### src/sv/mac_fragmentation_calculator_assert.svh
// assertion macros shared by the fragmentation calculator modules
`ifndef MAC_FRAGMENTATION_CALCULATOR_ASSERT_SVH
`define MAC_FRAGMENTATION_CALCULATOR_ASSERT_SVH

// same-cycle implication, checked out of reset
`define MFC_ASSERT_IMPL(label, clk, rstn, ante, cons) \
    label: assert property (@(posedge clk) disable iff (!(rstn)) (ante) |-> (cons)) \
        else $error("fragmentation calculator check failed");

// next-cycle implication, checked out of reset
`define MFC_ASSERT_NEXT(label, clk, rstn, ante, cons) \
    label: assert property (@(posedge clk) disable iff (!(rstn)) (ante) |=> (cons)) \
        else $error("fragmentation calculator check failed");

`endif

### src/sv/mfc_pkg.sv
`default_nettype none

package mfc_pkg;

    localparam int FIELD_BITS          = 16;
    localparam int SIZE_BITS_DEFAULT   = 16;
    localparam int CHECK_BYTES_DEFAULT = 4;

    localparam logic [15:0] MIN_THRESHOLD   = 16'd256;
    localparam logic [15:0] RESET_THRESHOLD = 16'd65534;

    // one query in flight through the divider chain
    typedef struct packed {
        logic [15:0] payload;
        logic [15:0] idx;
        logic [15:0] cap;
        logic        need;
        logic        err;
        logic [15:0] rem;
        logic [15:0] quot;
    } mfc_work_t;

    typedef struct packed {
        logic        need_fragmentation;
        logic [15:0] fragment_count;
        logic [15:0] fragment_bytes;
        logic [15:0] fragment_offset;
        logic        last_fragment;
        logic        index_valid;
        logic        config_error;
    } mfc_result_t;

    function automatic logic [15:0] clamp_threshold(input logic [15:0] value);
        logic [15:0] result;
        if (value < MIN_THRESHOLD) begin
            result = MIN_THRESHOLD;
        end else begin
            result = {value[15:1], 1'b0};
        end
        return result;
    endfunction

endpackage

`default_nettype wire

### src/sv/mfc_front.sv
`default_nettype none

module mfc_front #(
    parameter int SIZE_BITS   = mfc_pkg::SIZE_BITS_DEFAULT,
    parameter int CHECK_BYTES = mfc_pkg::CHECK_BYTES_DEFAULT
) (
    input  wire logic              aclk,
    input  wire logic              aresetn,
    input  wire logic              in_valid,
    output logic                   in_ready,
    input  wire logic [15:0]       payload_size,
    input  wire logic [7:0]        header_size,
    input  wire logic [15:0]       fragment_index,
    input  wire logic              is_group,
    input  wire logic [15:0]       threshold,
    output logic                   out_valid,
    input  wire logic              out_ready,
    output mfc_pkg::mfc_work_t     out_work
);

    localparam int DataBits = (SIZE_BITS < mfc_pkg::FIELD_BITS) ? SIZE_BITS
                                                                 : mfc_pkg::FIELD_BITS;
    localparam logic [15:0] SizeMask = 16'hFFFF >> (mfc_pkg::FIELD_BITS - DataBits);

    logic               valid_reg;
    mfc_pkg::mfc_work_t work_reg;
    mfc_pkg::mfc_work_t work_next;

    logic [8:0]  overhead;
    logic [15:0] payload_m;
    logic [15:0] thr_m;
    logic [16:0] total;

    always_comb begin
        overhead  = {1'b0, header_size} + 9'(CHECK_BYTES);
        payload_m = payload_size & SizeMask;
        thr_m     = threshold & SizeMask;
        total     = {1'b0, payload_m} + {8'b0, overhead};

        work_next.payload = payload_m;
        work_next.idx     = fragment_index;
        work_next.cap     = thr_m - {7'b0, overhead};
        work_next.err     = (thr_m <= {7'b0, overhead});
        work_next.need    = !is_group && (total > {1'b0, thr_m});
        work_next.rem     = '0;
        work_next.quot    = '0;
    end

    assign in_ready  = !valid_reg || out_ready;
    assign out_valid = valid_reg;
    assign out_work  = work_reg;

    always_ff @(posedge aclk) begin
        if (!aresetn) begin
            valid_reg <= 1'b0;
        end else if (in_ready) begin
            valid_reg <= in_valid;
        end
    end

    always_ff @(posedge aclk) begin
        if (in_ready && in_valid) begin
            work_reg <= work_next;
        end
    end

endmodule

`default_nettype wire

### src/sv/mfc_div_cell.sv
`default_nettype none

// one restoring-division step: brings down one payload bit, settles one quotient bit
module mfc_div_cell #(
    parameter int BIT_POS = 0
) (
    input  wire logic              aclk,
    input  wire logic              aresetn,
    input  wire logic              in_valid,
    output logic                   in_ready,
    input  wire mfc_pkg::mfc_work_t in_work,
    output logic                   out_valid,
    input  wire logic              out_ready,
    output mfc_pkg::mfc_work_t     out_work
);

    logic               valid_reg;
    mfc_pkg::mfc_work_t work_reg;
    mfc_pkg::mfc_work_t work_next;

    logic [16:0] shifted;
    logic [16:0] diff;
    logic        fits;

    always_comb begin
        shifted   = {in_work.rem, in_work.payload[BIT_POS]};
        diff      = shifted - {1'b0, in_work.cap};
        fits      = (shifted >= {1'b0, in_work.cap});
        work_next = in_work;
        work_next.rem = fits ? diff[15:0] : shifted[15:0];
        work_next.quot[BIT_POS] = fits;
    end

    assign in_ready  = !valid_reg || out_ready;
    assign out_valid = valid_reg;
    assign out_work  = work_reg;

    always_ff @(posedge aclk) begin
        if (!aresetn) begin
            valid_reg <= 1'b0;
        end else if (in_ready) begin
            valid_reg <= in_valid;
        end
    end

    always_ff @(posedge aclk) begin
        if (in_ready && in_valid) begin
            work_reg <= work_next;
        end
    end

endmodule

`default_nettype wire

### src/sv/mfc_back.sv
`default_nettype none

// rounds the quotient up, places the indexed fragment and builds the result
module mfc_back (
    input  wire logic              aclk,
    input  wire logic              aresetn,
    input  wire logic              in_valid,
    output logic                   in_ready,
    input  wire mfc_pkg::mfc_work_t in_work,
    output logic                   out_valid,
    input  wire logic              out_ready,
    output mfc_pkg::mfc_result_t   out_result
);

    typedef struct packed {
        logic [15:0] payload;
        logic [15:0] cap;
        logic [15:0] count;
        logic [15:0] offset;
        logic        idx_ok;
        logic        last;
        logic        need;
        logic        err;
    } mfc_mid_t;

    logic     a_valid_reg;
    mfc_mid_t a_reg;
    mfc_mid_t a_next;
    logic     b_valid_reg;
    mfc_pkg::mfc_result_t b_reg;
    mfc_pkg::mfc_result_t b_next;
    logic     b_ready;

    logic [16:0] count_wide;
    logic [31:0] product;

    always_comb begin
        count_wide = {1'b0, in_work.quot} + {16'b0, (in_work.rem != '0)};
        product    = {16'b0, in_work.idx} * {16'b0, in_work.cap};

        a_next.payload = in_work.payload;
        a_next.cap     = in_work.cap;
        a_next.count   = count_wide[15:0];
        a_next.offset  = product[15:0];
        a_next.idx_ok  = (in_work.idx < count_wide[15:0]);
        a_next.last    = (in_work.idx < count_wide[15:0])
                         && (in_work.idx == (count_wide[15:0] - 16'd1));
        a_next.need    = in_work.need;
        a_next.err     = in_work.err;
    end

    always_comb begin
        b_next = '0;
        if (a_reg.err) begin
            b_next.config_error = 1'b1;
        end else begin
            b_next.need_fragmentation = a_reg.need;
            b_next.fragment_count     = a_reg.count;
            b_next.index_valid        = a_reg.idx_ok;
            b_next.last_fragment      = a_reg.last;
            if (a_reg.idx_ok) begin
                b_next.fragment_offset = a_reg.offset;
                b_next.fragment_bytes  = a_reg.last ? (a_reg.payload - a_reg.offset)
                                                    : a_reg.cap;
            end
        end
    end

    assign b_ready    = !b_valid_reg || out_ready;
    assign in_ready   = !a_valid_reg || b_ready;
    assign out_valid  = b_valid_reg;
    assign out_result = b_reg;

    always_ff @(posedge aclk) begin
        if (!aresetn) begin
            a_valid_reg <= 1'b0;
            b_valid_reg <= 1'b0;
        end else begin
            if (in_ready) begin
                a_valid_reg <= in_valid;
            end
            if (b_ready) begin
                b_valid_reg <= a_valid_reg;
            end
        end
    end

    always_ff @(posedge aclk) begin
        if (in_ready && in_valid) begin
            a_reg <= a_next;
        end
        if (b_ready && a_valid_reg) begin
            b_reg <= b_next;
        end
    end

endmodule

`default_nettype wire

### src/sv/mfc_skid.sv
`default_nettype none

`include "mac_fragmentation_calculator_assert.svh"

// output register with a skid entry so the ready seen upstream is registered
module mfc_skid (
    input  wire logic                aclk,
    input  wire logic                aresetn,
    input  wire logic                in_valid,
    output logic                     in_ready,
    input  wire mfc_pkg::mfc_result_t in_data,
    output logic                     out_valid,
    input  wire logic                out_ready,
    output mfc_pkg::mfc_result_t     out_data
);

    logic                 out_valid_reg;
    logic                 skid_valid_reg;
    mfc_pkg::mfc_result_t out_data_reg;
    mfc_pkg::mfc_result_t skid_data_reg;
    logic                 in_fire;
    logic                 out_free;

    assign in_ready  = !skid_valid_reg;
    assign in_fire   = in_valid && !skid_valid_reg;
    assign out_free  = !out_valid_reg || out_ready;
    assign out_valid = out_valid_reg;
    assign out_data  = out_data_reg;

    always_ff @(posedge aclk) begin
        if (!aresetn) begin
            out_valid_reg  <= 1'b0;
            skid_valid_reg <= 1'b0;
        end else if (out_free) begin
            if (skid_valid_reg) begin
                out_valid_reg  <= 1'b1;
                skid_valid_reg <= 1'b0;
            end else begin
                out_valid_reg <= in_fire;
            end
        end else if (in_fire) begin
            skid_valid_reg <= 1'b1;
        end
    end

    always_ff @(posedge aclk) begin
        if (out_free) begin
            if (skid_valid_reg) begin
                out_data_reg <= skid_data_reg;
            end else if (in_fire) begin
                out_data_reg <= in_data;
            end
        end else if (in_fire) begin
            skid_data_reg <= in_data;
        end
    end

    // the skid entry only fills behind a held output beat
    `MFC_ASSERT_IMPL(a_skid_behind_out, aclk, aresetn, skid_valid_reg, out_valid_reg)

endmodule

`default_nettype wire

### src/sv/mac_fragmentation_calculator.sv
// channel  | direction | handshake                 | content
// s_       | in        | s_tvalid / s_tready       | one fragment query per beat
// m_       | out       | m_tvalid / m_tready       | one fragment result per beat
// cfg_     | in        | cfg_valid / cfg_ready     | fragmentation threshold write
//
// one query accepted per cycle while s_tready is high; each query passes through, in order:
// one input stage, one restoring-divider cell per payload bit, two finishing stages
// (multiply for the offset, then selection) and the output register.
// aresetn is synchronous, active low; it empties the pipeline and sets the threshold
// to 65534. a stalled output holds one beat in the output register and one in the skid
// entry, then the stages behind fill; s_tready drops with min(SIZE_BITS,16)+5 beats
// held (21 at 16 bits). threshold writes are always taken and apply to later queries.
`default_nettype none

`include "mac_fragmentation_calculator_assert.svh"

module mac_fragmentation_calculator #(
    parameter int SIZE_BITS   = mfc_pkg::SIZE_BITS_DEFAULT,
    parameter int CHECK_BYTES = mfc_pkg::CHECK_BYTES_DEFAULT
) (
    input  wire logic        aclk,
    input  wire logic        aresetn,
    input  wire logic        s_tvalid,
    output logic             s_tready,
    input  wire logic [39:0] s_tdata,    // payload_size, header_size, fragment_index
    input  wire logic [0:0]  s_tuser,    // is_group
    output logic             m_tvalid,
    input  wire logic        m_tready,
    output logic [55:0]      m_tdata,    // need_fragmentation, fragment_count,
                                         // fragment_bytes, fragment_offset,
                                         // last_fragment, index_valid, config_error
    input  wire logic        cfg_valid,
    output logic             cfg_ready,
    input  wire logic [15:0] cfg_data    // frag_threshold
);

    localparam int DataBits = (SIZE_BITS < mfc_pkg::FIELD_BITS) ? SIZE_BITS
                                                                 : mfc_pkg::FIELD_BITS;

    logic [15:0] thr_reg;
    logic [15:0] thr_next;

    logic [DataBits:0]  chain_valid;
    logic [DataBits:0]  chain_ready;
    mfc_pkg::mfc_work_t chain_work [DataBits+1];

    logic                 back_valid;
    logic                 back_ready;
    mfc_pkg::mfc_result_t back_result;
    mfc_pkg::mfc_result_t res;

    logic thr_legal;
    logic err_clean;
    logic valid_sane;

    assign cfg_ready = 1'b1;
    assign thr_next  = mfc_pkg::clamp_threshold(cfg_data);

    always_ff @(posedge aclk) begin
        if (!aresetn) begin
            thr_reg <= mfc_pkg::RESET_THRESHOLD;
        end else if (cfg_valid && cfg_ready) begin
            thr_reg <= thr_next;
        end
    end

    mfc_front #(
        .SIZE_BITS   (SIZE_BITS),
        .CHECK_BYTES (CHECK_BYTES)
    ) u_front (
        .aclk           (aclk),
        .aresetn        (aresetn),
        .in_valid       (s_tvalid),
        .in_ready       (s_tready),
        .payload_size   (s_tdata[15:0]),
        .header_size    (s_tdata[23:16]),
        .fragment_index (s_tdata[39:24]),
        .is_group       (s_tuser[0]),
        .threshold      (thr_reg),
        .out_valid      (chain_valid[0]),
        .out_ready      (chain_ready[0]),
        .out_work       (chain_work[0])
    );

    // most significant payload bit is brought down first
    for (genvar k = 0; k < DataBits; k++) begin : g_cell
        mfc_div_cell #(
            .BIT_POS (DataBits - 1 - k)
        ) u_cell (
            .aclk      (aclk),
            .aresetn   (aresetn),
            .in_valid  (chain_valid[k]),
            .in_ready  (chain_ready[k]),
            .in_work   (chain_work[k]),
            .out_valid (chain_valid[k+1]),
            .out_ready (chain_ready[k+1]),
            .out_work  (chain_work[k+1])
        );
    end

    mfc_back u_back (
        .aclk       (aclk),
        .aresetn    (aresetn),
        .in_valid   (chain_valid[DataBits]),
        .in_ready   (chain_ready[DataBits]),
        .in_work    (chain_work[DataBits]),
        .out_valid  (back_valid),
        .out_ready  (back_ready),
        .out_result (back_result)
    );

    mfc_skid u_skid (
        .aclk      (aclk),
        .aresetn   (aresetn),
        .in_valid  (back_valid),
        .in_ready  (back_ready),
        .in_data   (back_result),
        .out_valid (m_tvalid),
        .out_ready (m_tready),
        .out_data  (res)
    );

    assign m_tdata = {4'b0,
                      res.config_error,
                      res.index_valid,
                      res.last_fragment,
                      res.fragment_offset,
                      res.fragment_bytes,
                      res.fragment_count,
                      res.need_fragmentation};

    assign thr_legal  = (thr_reg[0] == 1'b0) && (thr_reg >= mfc_pkg::MIN_THRESHOLD);
    assign err_clean  = (res.fragment_count == 16'd0) && !res.need_fragmentation
                        && !res.index_valid;
    assign valid_sane = (res.fragment_count != 16'd0) && (res.fragment_bytes != 16'd0);

    `MFC_ASSERT_IMPL(a_thr_legal, aclk, aresetn, 1'b1, thr_legal)
    `MFC_ASSERT_NEXT(a_thr_write, aclk, aresetn, cfg_valid && cfg_ready, thr_reg == $past(thr_next))
    `MFC_ASSERT_IMPL(a_err_clears, aclk, aresetn, m_tvalid && res.config_error, err_clean)
    `MFC_ASSERT_IMPL(a_last_in_range, aclk, aresetn, m_tvalid && res.last_fragment, res.index_valid)
    `MFC_ASSERT_IMPL(a_valid_nonempty, aclk, aresetn, m_tvalid && res.index_valid, valid_sane)

endmodule

`default_nettype wire

### config.mk
export PLATFORM = sky130hd
export DESIGN_NAME = mac_fragmentation_calculator
export DESIGN_NICKNAME = d
export VERILOG_FILES = /design/src/sv/mfc_pkg.sv /design/src/sv/mfc_front.sv /design/src/sv/mfc_div_cell.sv /design/src/sv/mfc_back.sv /design/src/sv/mfc_skid.sv /design/src/sv/mac_fragmentation_calculator.sv
export VERILOG_INCLUDE_DIRS = /design/src /design/src/sv
export SDC_FILE = /design/constraint.sdc
export NUM_CORES = 2
export LEC_CHECK = 0
export BUFFER_PORTS_ARGS = -buffer_cell sky130_fd_sc_hd__buf_2
export CORE_MARGIN = 2
export CORE_UTILIZATION = 40
export CTS_CLUSTER_DIAMETER = 150
export DETAILED_ROUTE_END_ITERATION = 16
export PLACE_DENSITY = 0.6
export SLEW_MARGIN = 20
export SYNTH_ARGS = -nofsm -noshare
export SYNTH_HDL_FRONTEND = slang
export SYNTH_SLANG_ARGS = --single-unit
### constraint.sdc
create_clock -name aclk -period 9.97 [get_ports aclk]
set_input_delay 1.994 -clock aclk [delete_from_list [all_inputs] [get_ports aclk]]
set_output_delay 1.994 -clock aclk [all_outputs]
set_load 0.01 [all_outputs]
==> reports/qor.txt <==
Yosys warning count: 0
Post-synth EDFFs: 1466
Crit Reg-Reg Endpoint: u_back.a_reg[18]$_DFFE_PP_
post-synth top area cell: edfxtp_1
final setup fails: 0
diode count: 0
max FFs per register: 1192
full die area: 173000 um^2
FF+latch area: 44700 um^2
Final ANT Viol Nets: 0
sequential area share after synthesis: 0.660
Setup WS post-layout: 3.40 ns
fin cells: 7230
final worst-path cycle share: 0.659
Final Hold Slack: 0.401 ns
CORE AREA: 169000 um^2
CTS tree: yes
Compound-Gate Fraction of Synth Area: 0.0688
synth top area cells: edfxtp_1, ha_1, mux2_2
status: finished clean
Worst slew margin: 0.372
Final Hold Vio Count: 0
share of layout cells above drive strength 1: 0.126
Avg WL per Cell: 16.9 um
Ports: 121
cts hold-fix bufs: 0
Setup WS pre-CTS: 3.95 ns
setup TNS: 0 ns
vias in the first global route: 36700
maximum vdd ir drop: 184 uV
residual DRC count: 0
Die Height: 416 um
largest net degree at the start of global routing: 69
H-tree depth: 4
Setup crit start kind: flop
#FFs+latches synth: 1502
nets: 5405
R2R Setup Slk: 4.10 ns
initial antenna violation count: 2
Iter 0 DRT Violations: 2265
clk_lat worst skew: 0.78 ns
max cap viols: 0
Max Buffers Root-to-Sink: 3
post-DP HPWL: 88.4 mm
largest family of logic cells by synthesized area: adder cells
Layout area overhead: 12.4%
RSZ-0062 raised after global routing: false
placed inst area: 71200 um^2
ys async rst share: 0
vias per cell: 4.95
post-synth top area share: 0.649
DP Cell Count: 6948
r2r worst-path depth: 17
simple-gate share of the synthesized area: 0.0666
crit path kind: reg2out
clock sinks: 1502
leakage power: 28.0 nW
multi-input logic area: 21000 um^2
gp weighted congestion: 0.879
most frequent cells in the layout: edfxtp_1, inv_1, ha_1
CTS-repair resized insts: 0
port buffer count: 114
Post-Syn Instances: 4664
max-slew violation count: 0
fill cell count: 14900
Hold WC Path Type: reg2reg
fmax: 152 MHz
Hold Path Depth: 0
most common cell after layout, fill and taps aside: edfxtp_1
initial core utilization: 0.401
number of CTS-inserted buffers: 154
Post-Route WL: 122 mm
Root Buffer Master: clkbuf_16
CP endpoint kind: primary output
clk slew on worst S/H paths: 0.06 ns
clk_skew: 0.0210 ns
Synth Flop Type: edfxtp_1
Final Power: 12.9 mW
global-route wire length before repair: 196 mm
Tightest Pin Transition: 0.940 ns
DR pass1 iterations: 5
remaining global-route overflow: 0
crit-path max FO: 59
Setup Fix Bufs, Post-CTS: 0
placement row count: 151
vias post-DR: 35800
syn avg cell area: 14.5 um^2
Hold Path Origin: g_cell[6].u_cell.out_work[70]$_DFFE_PP_
Die Width: 416 um
power density over cell area: 169 nW/um^2
Hold EP: g_cell[7].u_cell.out_work[70]$_DFFE_PP_
fin crit period: 6.57 ns
Post-Synth XOR/XNOR Area: 0.0362
mux contribution to synthesized area: 0.0404
post-synthesis adder-cell area fraction: 0.0952
count of cell types in the netlist: 80
Synth Cell Area: 67800 um^2
Design Area, Final: 76200 um^2
R2R Path Start: g_cell[15].u_cell.out_work[55]$_DFFE_PP_
Final Util: 0.451
CP Data Required Time: 7.98 ns
crit path DAT: 4.57 ns
total track usage: 0.142
## cell usage after synthesis (all sizes together) (18+ instances only)
cell type and n:
o211ai 27, ha 359, nand2b 36, o31a 31, clkbuf 52, a21oi 227, xnor2 213, xor2 62
edfxtp 1466, inv 491, nand4 53, mux2 211, nor2b 91, nor4 29, o31ai 27, fa 98
buf 32, dfxtp 36, nor2 230, o21a 82, nor3 68, o21ai 122, mux2i 36, and2 77
nand3 66, a21o 67, nand2 170, a21boi 29, and3 18
## critical path, stage by stage, from the launching register on
cell and delay [ns]:
dfxtp_2 0.31, buf_4 0.58, and4_1 0.48, and3_1 0.40
and3_1 0.42, nand3_1 0.18, nor2_1 0.36, and4_1 0.44
and3_1 0.37, nand2_1 0.11, buf_2 0.16
## power by group
part           total, mW  switching [mW]  internal (mW)
combinational      0.289           0.168          0.122
sequential          6.94          0.0279           6.92
clock               5.67            2.38           3.29
total               12.9            2.57           10.3
## area by class of cell
cell class / instances / share of cell area
inverter: 492 / 0.0242
clock inverter: 99 / 0.0129
tap: 2218 / 0.0364
timing repair buffer: 147 / 0.0107
sequential: 1502 / 0.587
multi-input combinational: 2589 / 0.276
clock buffer: 183 / 0.0528
## metal layers
| metal | GRT usage | part of all wire | up-vias |
|---|---|---|---|
| met4 | 0.0530 | 0.032 | 2 |
| met5 | 0 | 0.00011 | - |
| met1 | 0.172 | 0.42 | 17300 |
| li1 | - | - | 17500 |
| met2 | 0.254 | 0.51 | 646 |
| met3 | 0.0243 | 0.038 | 249 |
## logic make-up after synthesis
group | Yosys count
flops | 1502
simple gates | 889
compound gates | 716
buf+inv | 576
fa+ha+maj | 457
xor+xnor | 275
mux | 247
other cells | 2
## worst max-delay path by stage
stage | from | end | slack (ns) | depth (start not counted)
6_report | u_skid.skid_valid_reg$_SDFFE_PP0P_ | s_tready | 3.40 | 10
4_1_cts | u_skid.skid_valid_reg$_SDFFE_PP0P_ | s_tready | 3.28 | 10
3_3_place_gp | s_tdata[16] | u_front.out_work[33]$_DFFE_PP_ | 3.94 | 19
2_1_floorplan | u_back.out_valid$_SDFFE_PN0P_ | g_cell[6].u_cell.out_work[10]$_DFFE_PP_ | 2.60 | 6
3_5_place_dp | s_tdata[16] | u_front.out_work[33]$_DFFE_PP_ | 3.95 | 19
5_1_grt | u_skid.skid_valid_reg$_SDFFE_PP0P_ | s_tready | 3.07 | 10
Note: power is estimated with default switching activity, not from simulation.
